$ cat src/design/sfr_pkg.sv
package sfr_pkg;

    // Width of one received or emitted byte
    localparam int BYTE_W = 8;
    // Width of the payload position field (payloads of up to 64 bytes)
    localparam int IDX_W = 6;

    // Configuration register indexes
    localparam logic CFG_START_CODE = 1'b0;
    localparam logic CFG_END_CODE   = 1'b1;

    // Configuration reset values
    localparam logic [BYTE_W-1:0] START_CODE_RST = 8'h02;
    localparam logic [BYTE_W-1:0] END_CODE_RST   = 8'h17;

    // Payload buffer write from the parser into the back end
    typedef struct packed {
        logic              we;
        logic              bank;
        logic [IDX_W-1:0]  idx;
        logic [BYTE_W-1:0] data;
    } t_wr;

    // Bank token: committed frame, queue head, or bank release
    typedef struct packed {
        logic valid;
        logic bank;
    } t_tok;

    // Back end sequencer states
    typedef enum logic {
        BK_IDLE,
        BK_READ
    } t_bk_state;

endpackage

$ cat src/design/stuffed_frame_receiver.sv
// Stuffed frame receiver.
// Input channel: one received byte per item on i_rx_byte (i_in_valid / o_in_stall).
// A frame is the start code, PAYLOAD_BYTES payload bytes, then the end code; a
// payload byte equal to the end code arrives doubled. A frame is committed by the
// byte that follows its unpaired end code, and that byte is parsed again.
// Output channel (o_out_valid / i_out_stall): one item per payload byte with its
// position and a last marker on the final byte.
// The parser takes one byte per cycle while o_in_stall is low. Committed frames
// go through a two-entry bank queue to a reader that drains the two-bank payload
// buffer at one byte per cycle unless the output stalls; each byte passes the read
// stage and the output register once the reader has popped its bank.
// o_in_stall rises only while the bank the parser would fill is still being read,
// which happens when the output is stalled long enough for two frames to pile up.
// Configuration (start code index 0, end code index 1) is written by the user only
// while idle; the block does not enforce it. Reset restores codes 2 and 23, closes
// any open frame and empties the queue and read pipeline; buffer contents are not
// cleared. A valid item stalled by i_out_stall holds; the read pipeline freezes.
module stuffed_frame_receiver #(
    parameter int PAYLOAD_BYTES = 8
) (
    input  logic                       i_clk,
    input  logic                       i_rst_n,
    input  logic                       i_cfg_we,
    input  logic                       i_cfg_index,
    input  logic [sfr_pkg::BYTE_W-1:0] i_cfg_data,
    input  logic                       i_in_valid,
    output logic                       o_in_stall,
    input  logic [sfr_pkg::BYTE_W-1:0] i_rx_byte,
    output logic                       o_out_valid,
    input  logic                       i_out_stall,
    output logic [sfr_pkg::BYTE_W-1:0] o_payload_byte,
    output logic [sfr_pkg::IDX_W-1:0]  o_byte_index,
    output logic                       o_last
);

    sfr_pkg::t_wr  wr;
    sfr_pkg::t_tok tok;
    sfr_pkg::t_tok head;
    sfr_pkg::t_tok rel;
    logic          pop;

    sfr_front #(
        .PAYLOAD_BYTES(PAYLOAD_BYTES)
    ) u_front (
        .i_clk       (i_clk),
        .i_rst_n     (i_rst_n),
        .i_cfg_we    (i_cfg_we),
        .i_cfg_index (i_cfg_index),
        .i_cfg_data  (i_cfg_data),
        .i_in_valid  (i_in_valid),
        .o_in_stall  (o_in_stall),
        .i_rx_byte   (i_rx_byte),
        .o_wr        (wr),
        .o_tok       (tok),
        .i_rel       (rel)
    );

    sfr_queue u_queue (
        .i_clk   (i_clk),
        .i_rst_n (i_rst_n),
        .i_push  (tok),
        .o_head  (head),
        .i_pop   (pop)
    );

    sfr_back #(
        .PAYLOAD_BYTES(PAYLOAD_BYTES)
    ) u_back (
        .i_clk          (i_clk),
        .i_rst_n        (i_rst_n),
        .i_wr           (wr),
        .i_head         (head),
        .o_pop          (pop),
        .o_rel          (rel),
        .o_out_valid    (o_out_valid),
        .i_out_stall    (i_out_stall),
        .o_payload_byte (o_payload_byte),
        .o_byte_index   (o_byte_index),
        .o_last         (o_last)
    );

endmodule

$ cat src/design/sfr_front.sv
module sfr_front #(
    parameter int PAYLOAD_BYTES = 8
) (
    input  logic                       i_clk,
    input  logic                       i_rst_n,
    input  logic                       i_cfg_we,
    input  logic                       i_cfg_index,
    input  logic [sfr_pkg::BYTE_W-1:0] i_cfg_data,
    input  logic                       i_in_valid,
    output logic                       o_in_stall,
    input  logic [sfr_pkg::BYTE_W-1:0] i_rx_byte,
    output sfr_pkg::t_wr               o_wr,
    output sfr_pkg::t_tok              o_tok,
    input  sfr_pkg::t_tok              i_rel
);

    localparam int FW = $clog2(PAYLOAD_BYTES + 1);
    localparam int IW = sfr_pkg::IDX_W;
    localparam logic [FW-1:0] FILL_FULL = FW'(PAYLOAD_BYTES);

    logic [sfr_pkg::BYTE_W-1:0] r_start_code;
    logic [sfr_pkg::BYTE_W-1:0] r_end_code;
    logic                       r_in_frame, n_in_frame;
    logic                       r_end_pending, n_end_pending;
    logic [FW-1:0]              r_fill, n_fill;
    logic                       r_wbank, n_wbank;
    logic [1:0]                 r_busy, n_busy;

    logic accept;
    logic is_end;
    logic is_start;
    logic pend_eff;
    logic commit;
    logic close_frame;
    logic stay_open;
    logic store_byte;

    // Hold input while the bank being filled is still owned by the back end
    assign o_in_stall = r_busy[r_wbank];
    assign accept     = i_in_valid && !o_in_stall;
    assign is_end     = (i_rx_byte == r_end_code);
    assign is_start   = (i_rx_byte == r_start_code);

    // Parse one byte: end-byte pairing, commit, close, start and store
    always_comb begin
        n_in_frame    = r_in_frame;
        n_end_pending = r_end_pending;
        n_fill        = r_fill;
        n_wbank       = r_wbank;
        pend_eff      = r_end_pending && !is_end;
        commit        = 1'b0;
        close_frame   = 1'b0;
        stay_open     = 1'b0;
        store_byte    = 1'b0;
        if (accept) begin
            if (is_end && !r_end_pending) begin
                n_end_pending = 1'b1;
            end else begin
                n_end_pending = 1'b0;
                commit        = pend_eff && r_in_frame && (r_fill == FILL_FULL);
                close_frame   = pend_eff || (r_in_frame && (r_fill >= FILL_FULL));
                stay_open     = r_in_frame && !close_frame;
                if (!stay_open) begin
                    n_in_frame = is_start;
                    if (is_start) begin
                        n_fill = '0;
                    end
                end else if (r_fill < FILL_FULL) begin
                    store_byte = 1'b1;
                    n_fill     = r_fill + FW'(1);
                end
                if (commit) begin
                    n_wbank = !r_wbank;
                end
            end
        end
    end

    // Track which payload banks the back end still has to drain
    always_comb begin
        n_busy = r_busy;
        if (i_rel.valid) begin
            n_busy[i_rel.bank] = 1'b0;
        end
        if (commit) begin
            n_busy[r_wbank] = 1'b1;
        end
    end

    // Drive buffer write and commit token
    always_comb begin
        o_wr.we    = store_byte;
        o_wr.bank  = r_wbank;
        o_wr.idx   = IW'(r_fill);
        o_wr.data  = i_rx_byte;
        o_tok.valid = commit;
        o_tok.bank  = r_wbank;
    end

    // Configuration registers
    always_ff @(posedge i_clk) begin
        if (!i_rst_n) begin
            r_start_code <= sfr_pkg::START_CODE_RST;
            r_end_code   <= sfr_pkg::END_CODE_RST;
        end else if (i_cfg_we) begin
            if (i_cfg_index == sfr_pkg::CFG_START_CODE) begin
                r_start_code <= i_cfg_data;
            end
            if (i_cfg_index == sfr_pkg::CFG_END_CODE) begin
                r_end_code <= i_cfg_data;
            end
        end
    end

    // Parser state
    always_ff @(posedge i_clk) begin
        if (!i_rst_n) begin
            r_in_frame    <= 1'b0;
            r_end_pending <= 1'b0;
            r_fill        <= '0;
            r_wbank       <= 1'b0;
            r_busy        <= '0;
        end else begin
            r_in_frame    <= n_in_frame;
            r_end_pending <= n_end_pending;
            r_fill        <= n_fill;
            r_wbank       <= n_wbank;
            r_busy        <= n_busy;
        end
    end

    a_fill_bounded: assert property (@(posedge i_clk) disable iff (!i_rst_n)
        r_fill <= FILL_FULL)
        else $error("fill count beyond payload size");

    a_commit_flips_bank: assert property (@(posedge i_clk) disable iff (!i_rst_n)
        commit |=> (r_wbank != $past(r_wbank)) && r_busy[$past(r_wbank)])
        else $error("commit did not hand over the bank");

endmodule

$ cat src/design/sfr_queue.sv
module sfr_queue (
    input  logic          i_clk,
    input  logic          i_rst_n,
    input  sfr_pkg::t_tok i_push,
    output sfr_pkg::t_tok o_head,
    input  logic          i_pop
);

    logic [1:0] r_data;
    logic       r_wr_ptr;
    logic       r_rd_ptr;
    logic [1:0] r_count;

    // Expose oldest committed bank
    assign o_head.valid = (r_count != 2'd0);
    assign o_head.bank  = r_data[r_rd_ptr];

    // Store token payload
    always_ff @(posedge i_clk) begin
        if (i_push.valid) begin
            r_data[r_wr_ptr] <= i_push.bank;
        end
    end

    // Advance pointers and count
    always_ff @(posedge i_clk) begin
        if (!i_rst_n) begin
            r_wr_ptr <= 1'b0;
            r_rd_ptr <= 1'b0;
            r_count  <= 2'd0;
        end else begin
            if (i_push.valid) begin
                r_wr_ptr <= !r_wr_ptr;
            end
            if (i_pop) begin
                r_rd_ptr <= !r_rd_ptr;
            end
            case ({i_push.valid, i_pop})
                2'b10:   r_count <= r_count + 2'd1;
                2'b01:   r_count <= r_count - 2'd1;
                default: r_count <= r_count;
            endcase
        end
    end

    a_no_overflow: assert property (@(posedge i_clk) disable iff (!i_rst_n)
        i_push.valid |-> (r_count != 2'd2) || i_pop)
        else $error("push into full token queue");

    a_no_underflow: assert property (@(posedge i_clk) disable iff (!i_rst_n)
        i_pop |-> (r_count != 2'd0))
        else $error("pop from empty token queue");

endmodule

$ cat src/design/sfr_back.sv
module sfr_back #(
    parameter int PAYLOAD_BYTES = 8
) (
    input  logic                       i_clk,
    input  logic                       i_rst_n,
    input  sfr_pkg::t_wr               i_wr,
    input  sfr_pkg::t_tok              i_head,
    output logic                       o_pop,
    output sfr_pkg::t_tok              o_rel,
    output logic                       o_out_valid,
    input  logic                       i_out_stall,
    output logic [sfr_pkg::BYTE_W-1:0] o_payload_byte,
    output logic [sfr_pkg::IDX_W-1:0]  o_byte_index,
    output logic                       o_last
);

    localparam int IW    = (PAYLOAD_BYTES > 1) ? $clog2(PAYLOAD_BYTES) : 1;
    localparam int AW    = IW + 1;
    localparam int DEPTH = 2 ** AW;
    localparam logic [IW-1:0] IDX_LAST = IW'(PAYLOAD_BYTES - 1);

    logic [sfr_pkg::BYTE_W-1:0] r_mem [DEPTH];

    sfr_pkg::t_bk_state r_state, n_state;
    logic               r_bank, n_bank;
    logic [IW-1:0]      r_idx, n_idx;

    logic                       r_s1_valid;
    logic [IW-1:0]              r_s1_idx;
    logic                       r_s1_last;
    logic [sfr_pkg::BYTE_W-1:0] r_s1_data;

    logic                       r_out_valid;
    logic [IW-1:0]              r_out_idx;
    logic                       r_out_last;
    logic [sfr_pkg::BYTE_W-1:0] r_out_data;

    logic advance;
    logic issue;
    logic idx_last;

    assign advance  = !r_out_valid || !i_out_stall;
    assign idx_last = (r_idx == IDX_LAST);

    // Sequence reads of one committed bank, one byte per cycle unless the output stalls
    always_comb begin
        n_state     = r_state;
        n_bank      = r_bank;
        n_idx       = r_idx;
        o_pop       = 1'b0;
        issue       = 1'b0;
        o_rel.valid = 1'b0;
        o_rel.bank  = r_bank;
        unique case (r_state)
            sfr_pkg::BK_IDLE: begin
                if (i_head.valid) begin
                    o_pop   = 1'b1;
                    n_bank  = i_head.bank;
                    n_idx   = '0;
                    n_state = sfr_pkg::BK_READ;
                end
            end
            sfr_pkg::BK_READ: begin
                if (advance) begin
                    issue = 1'b1;
                    if (idx_last) begin
                        o_rel.valid = 1'b1;
                        n_state     = sfr_pkg::BK_IDLE;
                    end else begin
                        n_idx = r_idx + IW'(1);
                    end
                end
            end
            default: n_state = sfr_pkg::BK_IDLE;
        endcase
    end

    always_ff @(posedge i_clk) begin
        if (!i_rst_n) begin
            r_state <= sfr_pkg::BK_IDLE;
        end else begin
            r_state <= n_state;
        end
    end

    always_ff @(posedge i_clk) begin
        r_bank <= n_bank;
        r_idx  <= n_idx;
    end

    // Payload buffer: two banks, one write and one registered read per cycle
    always_ff @(posedge i_clk) begin
        if (i_wr.we) begin
            r_mem[{i_wr.bank, i_wr.idx[IW-1:0]}] <= i_wr.data;
        end
    end

    // Read stage and output register advance together; hold when stalled
    always_ff @(posedge i_clk) begin
        if (advance) begin
            r_s1_data  <= r_mem[{r_bank, r_idx}];
            r_s1_idx   <= r_idx;
            r_s1_last  <= idx_last;
            r_out_data <= r_s1_data;
            r_out_idx  <= r_s1_idx;
            r_out_last <= r_s1_last;
        end
    end

    always_ff @(posedge i_clk) begin
        if (!i_rst_n) begin
            r_s1_valid  <= 1'b0;
            r_out_valid <= 1'b0;
        end else if (advance) begin
            r_s1_valid  <= issue;
            r_out_valid <= r_s1_valid;
        end
    end

    assign o_out_valid    = r_out_valid;
    assign o_payload_byte = r_out_data;
    assign o_byte_index   = sfr_pkg::IDX_W'(r_out_idx);
    assign o_last         = r_out_last;

    a_last_at_end: assert property (@(posedge i_clk) disable iff (!i_rst_n)
        (r_out_valid && r_out_last) |-> (r_out_idx == IDX_LAST))
        else $error("last marker off the final payload position");

    a_release_in_read: assert property (@(posedge i_clk) disable iff (!i_rst_n)
        o_rel.valid |-> (r_state == sfr_pkg::BK_READ) && issue)
        else $error("bank released outside a read");

endmodule

$ cat config.mk
export PLATFORM = sky130hd
export DESIGN_NAME = stuffed_frame_receiver
export DESIGN_NICKNAME = d
export VERILOG_FILES = /design/src/design/sfr_pkg.sv /design/src/design/stuffed_frame_receiver.sv /design/src/design/sfr_front.sv /design/src/design/sfr_queue.sv /design/src/design/sfr_back.sv
export SDC_FILE = /design/constraint.sdc
export NUM_CORES = 1
export LEC_CHECK = 0
export BUFFER_PORTS_ARGS = -buffer_cell sky130_fd_sc_hd__clkbuf_2
export CAP_MARGIN = 15
export CORE_MARGIN = 1
export CORE_UTILIZATION = 45
export CTS_CLUSTER_DIAMETER = 50
export DETAILED_ROUTE_END_ITERATION = 10
export PLACE_DENSITY = 0.59
export SLEW_MARGIN = 40
export SYNTH_ARGS = -nofsm -noshare
export SYNTH_HDL_FRONTEND = slang
export SYNTH_SLANG_ARGS = --single-unit
$ cat constraint.sdc
create_clock -name i_clk -period 2.8 [get_ports i_clk]
set_input_delay 0.28 -clock i_clk [delete_from_list [all_inputs] [get_ports i_clk]]
set_output_delay 0.28 -clock i_clk [all_outputs]
set_load 0.005 [all_outputs]
Word level (Yosys, flattened, before mapping). Memory sizes are Yosys's and may differ from the RTL's. A register that Yosys moved wholly into a read port is not among the register bits. Index checks and enable logic that the tools add are counted. Widths: inputs -> output; s select.

$add $sub $neg: 4. $lt $le $gt $ge: 9. Equal/unequal tests: 10. Mux-type cells: 39. Bitwise logic cells: 7. Reduce and logical (&&, ||, !) cells: 31.

Operator list (number): $mux 1 (24); $eq 8x8->1 (2); $mux 4 (3); $logic_and 1x1->1 (10); $logic_not 1->1 (9); $mux 3 (3); $reduce_and 3->1 (3); $lt 1x2->1 const B (4); $ne 2x2->1 const B (4); $pmux 3 s2 (1); $reduce_and 2->1 (3); $reduce_bool 2->1 (3); $add 4x1->4 const B (1); $eq 4x4->1 const B (1); $ge 4x4->1 const B (1); $lt 4x4->1 const B (1); $mux 2 (2); $not 1->1 (4); $pmux 2 s2 (1); $reduce_and 4->1 (1); $add 3x1->3 const B (1); $demux 1 s1 (3); $eq 3x3->1 const B (1); $ge 1x1->1 const B (3); other kinds (10) (11).

Register bits: 54. Memory bits (writable): 128. Bits of input ports: 22. Word-level logic and storage cells: 122. Memories kept: 1.

Memory list: u_back.r_mem (depth 16, bits a word 8, rd ports 1, clocked after Yosys merged registers in 1, write ports 1, RTL line sfr_back.sv:22) `logic [sfr_pkg::BYTE_W-1:0] r_mem [DEPTH];`.

Longest topological paths before layout. Gate-level depths: netlist of the first run.

Depth in word-level cells: 11. Mapped depth: 9. Mapped depth without buffers: 9.

Cells and area by module. From an unflattened synthesis of the first run, not the netlist that was laid out.

Cell total of the unflattened synthesis: 466. Area, all modules: 7621.1 µm².

By module, submodules not included: sfr_back (instances 1, cells an instance 273, area an instance 6008.3 µm², sequential area each 4744.6 µm²); sfr_front (instances 1, cells an instance 171, area an instance 1357.6 µm², sequential area each 500.5 µm²); sfr_queue (instances 1, cells an instance 22, area an instance 255.2 µm², sequential area each 140.1 µm²).

Worst setup path before layout of the first run. OpenSTA, ideal clock, no wires.

Path kind: register to register. Start: reg u_front.r_fill[0]. End: reg u_queue.r_count[1]. Library setup time: 0.070 ns. Data arrival time: 2.029 ns. Required time: 2.730 ns. Setup slack: 0.701 ns. Stages on the path, launching flop included: 9. Buffers on the path: 0. Period minus slack after synthesis: 2.099 ns. Cells stage by stage: dfxtp_1 > inv_1 > ha_1 > and4b_1 > and3_1 > o211ai_1 > ha_1 > or3_1 > a21oi_1.

Word-level cells in the longest chain between the ends: 6. Elaborated cells between the ends (all ways): 8. Classes of those cells: eq/ne (3); mux (3); reduce/logical (2).

Ends and longest elaborated chain: start: declaration (RTL line sfr_front.sv:25) `logic [FW-1:0] r_fill, n_fill;`; start signal: assignment (RTL line sfr_front.sv:126) `r_fill <= n_fill;`; $eq 4x4->1 * (RTL line sfr_front.sv:60) `commit = pend_eff && r_in_frame && (r_fill == FILL_FULL);`; $logic_and 1x1->1 * (RTL line sfr_front.sv:60); $mux 1 * (RTL line sfr_front.sv:56) `if (is_end && !r_end_pending) begin`; $mux 1 * (RTL line sfr_front.sv:55) `if (accept) begin`; $eq 2x1->1 or $eq 2x2->1 (tied branches) (RTL line sfr_queue.sv:38) `case ({i_push.valid, i_pop})`; $pmux 2 s2 or $reduce_bool 2->1 (tied branches); end signal: assignment (RTL line sfr_queue.sv:39) `2'b10: r_count <= r_count + 2'd1;`; end signal: assignment (RTL line sfr_queue.sv:40) `2'b01: r_count <= r_count - 2'd1;`; end signal: assignment (RTL line sfr_queue.sv:41) `default: r_count <= r_count;`; end: declaration (RTL line sfr_queue.sv:12) `logic [1:0] r_count;`.

Mark *: on every way between the ends. The rest lies on a longest branch, timed or not. A chain may end at the register's enable or synchronous reset.

Worst setup path after layout of the first run.
Start: reg u_front.r_end_code[0] (netlist name). End: mem u_back.r_mem[10][5] (netlist name) (enable).

Word-level cells in the longest chain between the ends: 11. Elaborated cells between the ends (all ways): 12. Classes of those cells: eq/ne (1); mux (5); reduce/logical (6).

Ends and longest elaborated chain: start: declaration (RTL line sfr_front.sv:22) `logic [sfr_pkg::BYTE_W-1:0] r_end_code;`; start signal: assignment (RTL line sfr_front.sv:104) `r_end_code <= sfr_pkg::END_CODE_RST;`; start signal: assignment (RTL line sfr_front.sv:110) `r_end_code <= i_cfg_data;`; $eq 8x8->1 * (RTL line sfr_front.sv:41) `assign is_end = (i_rx_byte == r_end_code);`; $logic_not 1->1 (RTL line sfr_front.sv:50) `pend_eff = r_end_pending && !is_end;`; $logic_and 1x1->1 (RTL line sfr_front.sv:50); $logic_or 1x1->1 (RTL line sfr_front.sv:61) `close_frame = pend_eff || (r_in_frame && (r_fill >= FILL_FULL));`; $logic_not 1->1 (RTL line sfr_front.sv:62) `stay_open = r_in_frame && !close_frame;`; $logic_and 1x1->1 (RTL line sfr_front.sv:62); $mux 1 (RTL line sfr_front.sv:63) `if (!stay_open) begin`; $mux 1 * (RTL line sfr_front.sv:56); $mux 1 * (RTL line sfr_front.sv:55); $mux 1 * (RTL line sfr_back.sv:93) `if (i_wr.we) begin`; $mux 1 (not written as such) * (RTL line sfr_back.sv:94) `r_mem[{i_wr.bank, i_wr.idx[IW-1:0]}] <= i_wr.data;`; end: declaration (RTL line sfr_back.sv:22).

Marks and branches as above.

==> results of run 1 <==
[layout by cell type (no fill, tap or decap), types with 5 or more instances in the layout]
| cell | count |
|---|---|
| sky130_fd_sc_hd__ha_1 | 7 |
| sky130_fd_sc_hd__clkbuf_2 | 35 |
| sky130_fd_sc_hd__nand2_1 | 45 |
| sky130_fd_sc_hd__nor2_1 | 14 |
| sky130_fd_sc_hd__inv_1 | 6 |
| sky130_fd_sc_hd__or3_1 | 5 |
| sky130_fd_sc_hd__a21oi_1 | 17 |
| sky130_fd_sc_hd__clkbuf_16 | 17 |
| sky130_fd_sc_hd__and3_1 | 17 |
| sky130_fd_sc_hd__xnor2_1 | 11 |
| sky130_fd_sc_hd__edfxtp_1 | 158 |
| sky130_fd_sc_hd__dfxtp_1 | 32 |
| sky130_fd_sc_hd__buf_4 | 14 |
| sky130_fd_sc_hd__and2_1 | 5 |
| sky130_fd_sc_hd__mux4_2 | 40 |
| sky130_fd_sc_hd__xor2_1 | 9 |
| sky130_fd_sc_hd__nand3_1 | 9 |
[critical path: stages (launching register included)]
cell and delay [ps]:
sky130_fd_sc_hd__dfxtp_1 320, sky130_fd_sc_hd__xnor2_1 270, sky130_fd_sc_hd__nand4_1 340, sky130_fd_sc_hd__o21a_1 350
sky130_fd_sc_hd__nor3_2 190, sky130_fd_sc_hd__buf_4 200, sky130_fd_sc_hd__and3_1 460
[state kept, by name, summed over array words and instances, names as in the netlist, 2 cells and up]
| name | cells |
|---|---|
| u_back.r_s1_data | 8 |
| u_front.r_end_code | 8 |
| u_queue.r_data | 2 |
| u_front.r_fill | 4 |
| u_front.r_start_code | 8 |
| u_back.r_mem | 128 |
| u_back.r_s1_idx | 3 |
| u_back.r_out_idx | 3 |
| u_back.r_idx | 3 |
| u_back.o_payload_byte | 8 |
| u_queue.r_count | 2 |
| u_front.r_busy | 2 |
[layout make-up]
type                            instances  share of cell area
Sequential cell                       190              0.6295
Multi-Input combinational cell        217              0.2296
Tap cell                              216             0.03159
Clock buffer                           17             0.04973
Timing Repair Buffer                   50             0.03510
Inverter                                6            0.002633
Clock inverter                         15             0.02179
[stage by stage]
step	utilization	hold WS, ps	std cells
final	0.5327	83.93	711
after global routing	0.5327	95.57	711
after CTS	0.5327	68.66	711
after detailed placement	0.4946	404.5	679
after global placement	0.4946	401.0	679
after floorplan	-	378.9	435
[routing by layer]
layer  global-route usage  vias up
li1                     -     1776
met5                    0        -
met2               0.3231      115
met1               0.2449     1932
met3              0.03705       19
met4              0.08857        0
[where the power goes]
part	switching (uW)	internal, uW
clock	1050	1420
combinational	89.9	42.9
sequential	9.02	3060
[worst max-delay path by stage]
stage                     slack (ps)                  start                   to
after detailed placement         190           i_rx_byte[0]  u_back.r_mem[10][0]
after floorplan                  700      u_front.r_fill[0]   u_queue.r_count[1]
after global routing             120  u_front.r_end_code[0]  u_back.r_mem[11][4]
final                            320  u_front.r_end_code[0]  u_back.r_mem[10][5]
after CTS                        240  u_front.r_end_code[0]  u_back.r_mem[10][5]
after global placement           230           i_rx_byte[0]   u_back.r_mem[8][3]
[cells by family after synthesis]
| logic type | synth area share |
|---|---|
| AO/OA/AOI/OAI | 0.02698 |
| XOR/XNOR | 0.02346 |
| adder cells (fa/ha/maj) | 0.01173 |
| buffers and inverters | 0.01659 |
| flip-flops | 0.7213 |
| multiplexers | 0.1240 |
| other | 0.0005023 |
| AND/OR/NAND/NOR | 0.07541 |
==> run summary, run 1 <==
========================================================================================================
Final HPWL DP                                                                                   10160 um
Max H-tree Level                                                                                       4
Average vias per placed instance                                                                   5.404
Share of Yosys cell area claimed by the top area cell type                                        0.6355
Number of max-cap violations                                                                           0
Clock buffers created by TritonCTS                                                                    17
Highest clock rate                                                                             403.2 MHz
DRT antenna net count                                                                                  0
Setup Fix Bufs, Post-CTS                                                                               0
Min Tclk post-route                                                                              2480 ps
Mean post-synth cell area                                                                     17.24 um^2
Post-CTS clock slew at the launch and capture registers of the worst setup and hold paths          70 ps
Number of pins exceeding their max-slew limit in the final report                                      0
Residual overflow from global routing                                                                  0
Run status                                                                                  finished clean
Core footprint                                                                              0.01606 mm^2
Overall Global Routing Usage                                                                      0.1932
# setup viols final                                                                                    0
Weighted congestion reported at the end of routability-driven placement                           0.8228
Starting density of the core                                                                      0.4649
Slew @ Worst Pin                                                                                656.4 ps
Met2 Wirelength                                                                                  7753 um
Setup CP Type                                                                               flop to flop
Hold_buf cts                                                                                           0
Leakage                                                                                      0.002985 uW
Share of synthesized flip-flops with an asynchronous set or reset                                      0
Dpl ws                                                                                          185.6 ps
Die X-Extent                                                                                    130.8 um
Hold endpoint                                                                               u_front.r_start_code[2]
Buffers on Ports                                                                                      35
Post-route setup slack                                                                          320.0 ps
EDFF count, synth                                                                                    158
Power density over the cells                                                                662.5 mW/mm^2
Mapped Cells                                                                                         433
Post-DP Area                                                                                0.007943 mm^2
Insertion delay of the later-clocked pin in the worst-skew pair                                   430 ps
Antenna fix cells                                                                                      0
Largest fanout on the critical path                                                                   16
Number of cells traversed by the worst hold path                                                       3
Top FF cell, synth                                                                          sky130_fd_sc_hd__edfxtp_1
Average wire length per cell after detail routing                                               21.03 um
Start point of the worst min-delay path                                                     i_cfg_data[2]
Setup repair after global routing missed its margin                                                false
Maximum number of pins on one net before global-route repair                                          35
R2r worst-path depth                                                                                   6
Buffer depth of the longest clock path                                                                 2
CTS tree                                                                                            done
Synth unique cells                                                                                    43
Top cells by count, synth                                                                   sky130_fd_sc_hd__edfxtp_1 (158), sky130_fd_sc_hd__nand2_1 (45), sky130_fd_sc_hd__mux4_2 (40), sky130_fd_sc_hd__dfxtp_1 (32)
RR Startpoint                                                                               u_front.r_end_code[0]
Arrival time at the worst endpoint                                                               2560 ps
Post-route standard cell area excluding fillers                                             0.008554 mm^2
Number of instances resized during post-cts repair                                                     0
Fraction of final layout cells sized beyond drive strength 1                                      0.2525
Net count, final                                                                                     511
Largest clock skew in the final design                                                          14.74 ps
Top post-synthesis cells by area                                                            sky130_fd_sc_hd__edfxtp_1 (64%), sky130_fd_sc_hd__mux4_2 (12%), sky130_fd_sc_hd__dfxtp_1 (8.6%)
Area overhead of the layout relative to synthesis                                                 14.58%
Number of vias after detailed routing                                                               3842
Wl on met1                                                                                       6183 um
Number of antenna violations at the first check in global routing                                      0
Ratio of final minimum period to clock period                                                     0.8857
Fraction of the yosys area taken by sequential cells                                              0.7213
Global-route wire length before repair                                                          22940 um
Uppermost layer routed                                                                              met4
DRC errors left                                                                                        0
CTS root buffer                                                                             sky130_fd_sc_hd__clkbuf_16
DRT Wirelength                                                                                  14960 um
Final hold viol count                                                                                  0
Post-Syn Area                                                                               0.007466 mm^2
Peak supply drop                                                                               0.4142 mV
Number of sinks handled by clock tree synthesis                                                      190
Std cell rows                                                                                         46
Sequential cell area                                                                        0.005385 mm^2
Library cell with the largest summed area after synthesis                                   sky130_fd_sc_hd__edfxtp_1
Most common cell in the synthesized netlist                                                 sky130_fd_sc_hd__edfxtp_1
Layout fillers                                                                                      1285
Final TNS setup                                                                                     0 ps
Detailed Route Iter0 Violations                                                                      338
Register-to-register setup slack                                                                  320 ps
Via count of the first global-routing pass                                                          3854
Initial DRT Pass Iterations                                                                            5
Required @ worst endpoint                                                                        2880 ps
Warnings, synthesis                                                                                    0
Floorplan die area                                                                          0.01711 mm^2
Die H                                                                                           130.8 um
Synth Register Bits                                                                                  190
Kind of start point of the critical path                                                            flop
Area of the multi-input gates                                                               0.001964 mm^2
Normalized max-slew margin                                                                        0.5624
Worst flop-to-flop path endpoint                                                            u_back.r_mem[10][5]
Class of the tightest hold or removal check                                                 input port to flop
Power consumption                                                                                5667 uW
Number of I/O pins                                                                                    39
Critical Path End Type                                                                              flop
Detailed route wirelength on metal3                                                               797 um
========================================================================================================
Power figures use the tool's default switching activity.
==> run 2: changes to the inputs <==
Settings changed: ABC_AREA set to 0, HOLD_SLACK_MARGIN set to 0.15.
==> run summary, run 2 (synthesized netlist as in run 1, its figures left out) <==
========================================================================================================
Number of pins exceeding their max-slew limit in the final report                                      0   unchanged
Insertion delay of the later-clocked pin in the worst-skew pair                                   430 ps   about the same
Peak supply drop                                                                               0.4223 mV   +2.0%
Buffer depth of the longest clock path                                                                 2   unchanged
Cell chain of the critical path                                                             xnor2_1 > nand4_1 > o21a_1 > nor3_2 > buf_4 > and3_1
Die H                                                                                           130.8 um   unchanged
Required @ worst endpoint                                                                        2880 ps   about the same
Detailed Route Iter0 Violations                                                                      331   -2.1%
Ratio of final minimum period to clock period                                                     0.8905   +0.004829
DRT antenna net count                                                                                  0   unchanged
Top library cells by usage in the layout, fill and taps aside                               sky130_fd_sc_hd__edfxtp_1 (158), sky130_fd_sc_hd__nand2_1 (45), sky130_fd_sc_hd__mux4_2 (40)
Residual overflow from global routing                                                                  0   unchanged
Initial DRT Pass Iterations                                                                            4   -1
Std cell rows                                                                                         46   unchanged
Layout fillers                                                                                      1275   -0.78%
Post-route setup slack                                                                          306.5 ps   -13.52 ps
Number of max-cap violations                                                                           0   unchanged
Flip-flop count of the largest register, all copies and words added                                  128   unchanged
Critical Path End Type                                                                              flop
Most frequent standard cell in the layout excluding fill and tap cells                      sky130_fd_sc_hd__edfxtp_1
Power consumption                                                                                5686 uW   +0.33%
Final TNS setup                                                                                     0 ps   unchanged
Setup Fix Bufs, Post-CTS                                                                               0   unchanged
Setup repair after global routing missed its margin                                                false
Overall Global Routing Usage                                                                      0.1960   +0.002795
Critical path's slowest cell                                                                sky130_fd_sc_hd__and3_1
Leakage                                                                                      0.003023 uW   +1.3%
Maximum number of pins on one net before global-route repair                                          35   unchanged
Largest fanout on the critical path                                                                   16   unchanged
Starting density of the core                                                                      0.4649   unchanged
Dpl ws                                                                                          185.6 ps   unchanged
Largest clock skew in the final design                                                          8.483 ps   -6.256 ps
Final hold viol count                                                                                  0   unchanged
Number of vias after detailed routing                                                               3904   +1.6%
Core footprint                                                                              0.01606 mm^2   unchanged
Peak per-stage delay on the critical path                                                         460 ps   about the same
Arrival time at the worst endpoint                                                               2570 ps   about the same
Number of I/O pins                                                                                    39   unchanged
Die X-Extent                                                                                    130.8 um   unchanged
Highest clock rate                                                                             401.0 MHz   -0.54%
Net count, final                                                                                     520   +1.8%
DRT Wirelength                                                                                  15260 um   +2.1%
Setup CP Type                                                                               flop to flop
Area overhead of the layout relative to synthesis                                                 15.79%
Kind of start point of the critical path                                                            flop
Normalized max-slew margin                                                                        0.5592   -0.003173
Antenna fix cells                                                                                      0   unchanged
Class of the tightest hold or removal check                                                 input port to flop
Via count of the first global-routing pass                                                          3955   +2.6%
Power density over the cells                                                                657.7 mW/mm^2   -0.72%
Max H-tree Level                                                                                       4   unchanged
CTS root buffer                                                                             sky130_fd_sc_hd__clkbuf_16
Floorplan die area                                                                          0.01711 mm^2   unchanged
Buffers on Ports                                                                                      35   unchanged
Number of sinks handled by clock tree synthesis                                                      190   unchanged
Post-CTS clock slew at the launch and capture registers of the worst setup and hold paths          70 ps   about the same
Global-route wire length before repair                                                          23270 um   +1.4%
Final worst hold slack                                                                          247.1 ps   +163.1 ps
Slew @ Worst Pin                                                                                661.2 ps   +4.760 ps
Weighted congestion reported at the end of routability-driven placement                           0.8228   unchanged
Min Tclk post-route                                                                              2493 ps   +13.52 ps
CTS tree                                                                                            done
Final HPWL DP                                                                                   10160 um   unchanged
Number of antenna violations at the first check in global routing                                      0   unchanged
Average vias per placed instance                                                                   5.422   +0.34%
Clock buffers created by TritonCTS                                                                    17   unchanged
Fraction of final layout cells sized beyond drive strength 1                                      0.2480   -0.004509
Fraction of the core area covered by cells at the end of the flow                                 0.5383   +0.005610
Run status                                                                                  finished clean
DRC errors left                                                                                        0   unchanged
# setup viols final                                                                                    0   unchanged
Average wire length per cell after detail routing                                               21.20 um   +0.78%
========================================================================================================
[run 2: cell count changes in the layout (fill, tap and decap cells not counted)]
cell / before / now
sky130_fd_sc_hd__dlygate4sd3_1: 0 / 9
[run 2: routing by layer]
layer | global-route usage | up-vias | wire, um
li1 | - | 1794 | -
met1 | 0.2438 | 1983 | 6484
met2 | 0.3315 | 99 | 7818
met3 | 0.03705 | 28 | 484
met4 | 0.09398 | 0 | 475
met5 | 0 | - | 0
[run 2: final timing paths]
check,start,endpoint,slack [ps],cells after the start
worst max-delay path,u_front.r_end_code[0],u_back.r_mem[10][5],310,6
worst min-delay path,i_cfg_index,u_front.r_start_code[2],250,4
worst max register to register,u_front.r_end_code[0],u_back.r_mem[10][5],310,6
worst min register to register,u_back.r_s1_data[6],u_back.o_payload_byte[6],420,0
[run 2: critical path: cells and delay by family (launching register included)]
kind	cells	cell delay (ps)
and+or+nand+nor	3	990
AOI/OAI and AO/OA	1	350
DFF	1	320
xor gates and xnor gates	1	270
buffers and inverters	1	200
[run 2: stage by stage]
step	cell area, um^2	std cells
3_5_place_dp	7943	679
6_report	8645	720
3_3_place_gp	7943	679
4_1_cts	8645	720
5_1_grt	8645	720
2_1_floorplan	7473	435
[run 2: layout make-up]
class | count | area, um^2 | share of cell area
Tap cell | 216 | 270.3 | 0.03126
Multi-Input combinational cell | 217 | 1964 | 0.2272
Clock inverter | 15 | 186.4 | 0.02157
Timing Repair Buffer | 59 | 390.4 | 0.04516
Sequential cell | 190 | 5385 | 0.6230
Inverter | 6 | 22.52 | 0.002605
Clock buffer | 17 | 425.4 | 0.04921
[run 2: timing repair]
| item | 4_1_cts | 5_1_grt |
|---|---|---|
| endpoints found under the hold margin | 18 | 0 |
| hold buffers | 9 | 0 |
| resized for setup | 0 | 0 |
[run 2: report_power, final]
| part | internal [uW] | switching, uW |
|---|---|---|
| Sequential | 3060 | 9.16 |
| Clock | 1420 | 1060 |
| Combinational | 51.1 | 93.4 |
==> run 3: changes to the inputs <==
Settings changed: ABC_AREA 0 to 1, CORE_UTILIZATION 45 to 50, PLACE_DENSITY 0.59 to 0.64.
==> run summary, run 3 <==
========================================================================================================
Run status                                                                                  finished clean
Final TNS setup                                                                                     0 ps   unchanged
Area overhead of the layout relative to synthesis                                                 15.06%
Leakage                                                                                      0.003484 uW   +15%
Overall Global Routing Usage                                                                      0.2272   +0.03124
Synth unique cells                                                                                    31   -28%
Warnings, synthesis                                                                                    0   unchanged
Number of vias after detailed routing                                                               4755   +22%
Std cell rows                                                                                         44   -4.3%
Share of Yosys cell area claimed by the top area cell type                                        0.6179   -0.01760
Cell chain of the critical path                                                             xnor2_1 > nand2_1 > nor2_1 > nand2_1 > nand2_1 > nand2_1 > nor2_4 > nand2_1 > nor2_1
Antenna fix cells                                                                                      0   unchanged
CP top delay family                                                                         simple AND/OR/NAND/NOR gates
Final HPWL DP                                                                                   11280 um   +11%
Number of sinks handled by clock tree synthesis                                                      190   unchanged
DRC errors left                                                                                        0   unchanged
Most common cell in the synthesized netlist                                                 sky130_fd_sc_hd__edfxtp_1
Largest clock skew in the final design                                                          10.31 ps   +1.832 ps
Detailed Route Iter0 Violations                                                                      423   +28%
Setup CP Type                                                                               flop to flop
Final worst hold slack                                                                          150.3 ps   -96.76 ps
Global-route wire length before repair                                                          26410 um   +13%
Top FF cell, synth                                                                          sky130_fd_sc_hd__edfxtp_1
Mean post-synth cell area                                                                     12.42 um^2   -28%
Clock buffers created by TritonCTS                                                                    17   unchanged
Number of I/O pins                                                                                    39   unchanged
Starting density of the core                                                                      0.5204   +0.05550
Class of the tightest hold or removal check                                                 input port to flop
Post-CTS clock slew at the launch and capture registers of the worst setup and hold paths          60 ps   about the same
Power density over the cells                                                                632.8 mW/mm^2   -3.8%
Kind of start point of the critical path                                                            flop
Top cells by count, synth                                                                   sky130_fd_sc_hd__edfxtp_1 (158), sky130_fd_sc_hd__nand2_1 (63), sky130_fd_sc_hd__inv_1 (62), sky130_fd_sc_hd__o21ai_0 (59), sky130_fd_sc_hd__nor2_1 (52)
Die H                                                                                           125.9 um   -3.7%
Number of instances resized during post-cts repair                                                     0   unchanged
Via count of the first global-routing pass                                                          4683   +18%
EDFF count, synth                                                                                    158   unchanged
Critical path buffers and inverters                                                                    0   -1
Post-Syn Area                                                                               0.007679 mm^2   +2.8%
Critical path's slowest cell                                                                sky130_fd_sc_hd__nor2_1
Weighted congestion reported at the end of routability-driven placement                           0.7881   -4.2%
Flip-flop count of the largest register, all copies and words added                                  128   unchanged
Crit-path most repeated cell                                                                sky130_fd_sc_hd__nand2_1
Average wire length per cell after detail routing                                               19.24 um   -9.2%
DRT antenna net count                                                                                  0   unchanged
Ratio of final minimum period to clock period                                                     0.8076   -0.08294
Arrival time at the worst endpoint                                                               2320 ps   -250 ps
Net count, final                                                                                     709   +36%
Slew @ Worst Pin                                                                                669.3 ps   +8.127 ps
Number of antenna violations at the first check in global routing                                      0   unchanged
Maximum number of pins on one net before global-route repair                                          59   +69%
Mapped Cells                                                                                         618   +43%
Buffer depth of the longest clock path                                                                 2   unchanged
Setup repair after global routing missed its margin                                                false
Floorplan die area                                                                          0.01586 mm^2   -7.3%
# setup viols final                                                                                    0   unchanged
CTS root buffer                                                                             sky130_fd_sc_hd__clkbuf_16
Number of pins exceeding their max-slew limit in the final report                                      0   unchanged
Library cell with the largest summed area after synthesis                                   sky130_fd_sc_hd__edfxtp_1
Critical Path End Type                                                                              flop
Number of max-cap violations                                                                           0   unchanged
CTS tree                                                                                            done
Fraction of final layout cells sized beyond drive strength 1                                      0.1457   -0.1023
Residual overflow from global routing                                                                  0   unchanged
Required @ worst endpoint                                                                        2860 ps   -20 ps
DRT Wirelength                                                                                  16870 um   +11%
Die X-Extent                                                                                    125.9 um   -3.7%
Min Tclk post-route                                                                              2261 ps   -232.2 ps
Average vias per placed instance                                                                   5.422   about the same
Synth Register Bits                                                                                  190   unchanged
Share of synthesized flip-flops with an asynchronous set or reset                                      0   unchanged
Normalized max-slew margin                                                                        0.5522   -0.007067
Top post-synthesis cells by area                                                            sky130_fd_sc_hd__edfxtp_1 (62%), sky130_fd_sc_hd__dfxtp_1 (8.3%), sky130_fd_sc_hd__mux2i_1 (4.2%)
Peak supply drop                                                                               0.4314 mV   +2.1%
Buffers on Ports                                                                                      35   unchanged
Insertion delay of the later-clocked pin in the worst-skew pair                                   430 ps   about the same
Highest clock rate                                                                             442.2 MHz   +10%
Final hold viol count                                                                                  0   unchanged
Core footprint                                                                              0.01475 mm^2   -8.1%
Most frequent standard cell in the layout excluding fill and tap cells                      sky130_fd_sc_hd__edfxtp_1
Setup Fix Bufs, Post-CTS                                                                               0   unchanged
Peak per-stage delay on the critical path                                                         540 ps   +80 ps
Power consumption                                                                                5591 uW   -1.7%
Largest fanout on the critical path                                                                    8   -8
Max H-tree Level                                                                                       4   unchanged
Fraction of the yosys area taken by sequential cells                                              0.7013   -0.01998
Initial DRT Pass Iterations                                                                            5   +1
Top library cells by usage in the layout, fill and taps aside                               sky130_fd_sc_hd__edfxtp_1 (158), sky130_fd_sc_hd__nand2_1 (63), sky130_fd_sc_hd__inv_1 (62)
========================================================================================================
-- run 3: cell types whose count changed in the layout (fill, tap and decap cells not counted), moves of 28 or more --
cell and delta:
sky130_fd_sc_hd__nor2_1 +38, sky130_fd_sc_hd__inv_1 +56, sky130_fd_sc_hd__mux2i_1 +32, sky130_fd_sc_hd__a21oi_1 +28
sky130_fd_sc_hd__o21ai_0 +57, sky130_fd_sc_hd__mux4_2 -40, sky130_fd_sc_hd__o211ai_1 +35
-- run 3: kinds of logic after synthesis --
logic type	after synthesis	share of synthesized area
buf+inv	95	0.05165
flops	190	0.7013
mux	33	0.04318
simple gates	136	0.07137
compound gates	144	0.1069
xor+xnor	12	0.01369
other cells	1	0.0004884
fa+ha+maj	7	0.01141
-- run 3: power breakdown --
group | internal (uW) | switching (uW)
Sequential | 3060 | 10.5
Combinational | 52.2 | 98.1
Clock | 1360 | 1010
-- run 3: worst paths after layout --
path	start	cells after the start	slack (ps)	endpoint
worst min register to register	u_back.r_s1_data[1]	0	420	u_back.o_payload_byte[1]
worst max register to register	u_front.r_end_code[2]	9	540	u_back.r_mem[14][7]
worst max-delay path	u_front.r_end_code[2]	9	540	u_back.r_mem[14][7]
worst min-delay path	i_cfg_data[4]	3	150	u_front.r_end_code[4]
-- run 3: stage by stage --
stage	cells	util	instance area, um^2	setup WS (ps)
after detailed placement	839	0.5548	8185	409.3
after floorplan	620	-	7686	970.3
final	877	0.5988	8835	538.7
after CTS	877	0.5988	8835	530.4
after global routing	877	0.5988	8835	267.2
after global placement	839	0.5548	8185	544.2
-- run 3: worst reg2reg max path, cell delays in order (launching register included) --
cell,delay (ps)
sky130_fd_sc_hd__dfxtp_1,360
sky130_fd_sc_hd__xnor2_1,120
sky130_fd_sc_hd__nand2_1,70
sky130_fd_sc_hd__nor2_1,210
sky130_fd_sc_hd__nand2_1,110
sky130_fd_sc_hd__nand2_1,70
sky130_fd_sc_hd__nand2_1,90
sky130_fd_sc_hd__nor2_4,180
sky130_fd_sc_hd__nand2_1,140
sky130_fd_sc_hd__nor2_1,540
-- run 3: final cells by class --
| cell class | count | area (um^2) |
|---|---|---|
| Tap cell | 184 | 230.2 |
| Multi-Input combinational cell | 335 | 1904 |
| Inverter | 66 | 247.7 |
| Clock inverter | 12 | 100.1 |
| Timing Repair Buffer | 70 | 478.0 |
| Fill cell | 1211 | 5919 |
| Sequential cell | 190 | 5385 |
| Clock buffer | 20 | 489.2 |
-- run 3: routing by layer --
metal	global-route usage	share of wire
met2	0.3656	0.49
met5	0	0
met1	0.2990	0.44
met3	0.04248	0.035
met4	0.1091	0.031
-- run 3: what timing repair did --
action,4_1_cts,5_1_grt
hold buffers,6,0
endpoints found under the setup margin,0,0
endpoints found under the hold margin,8,0
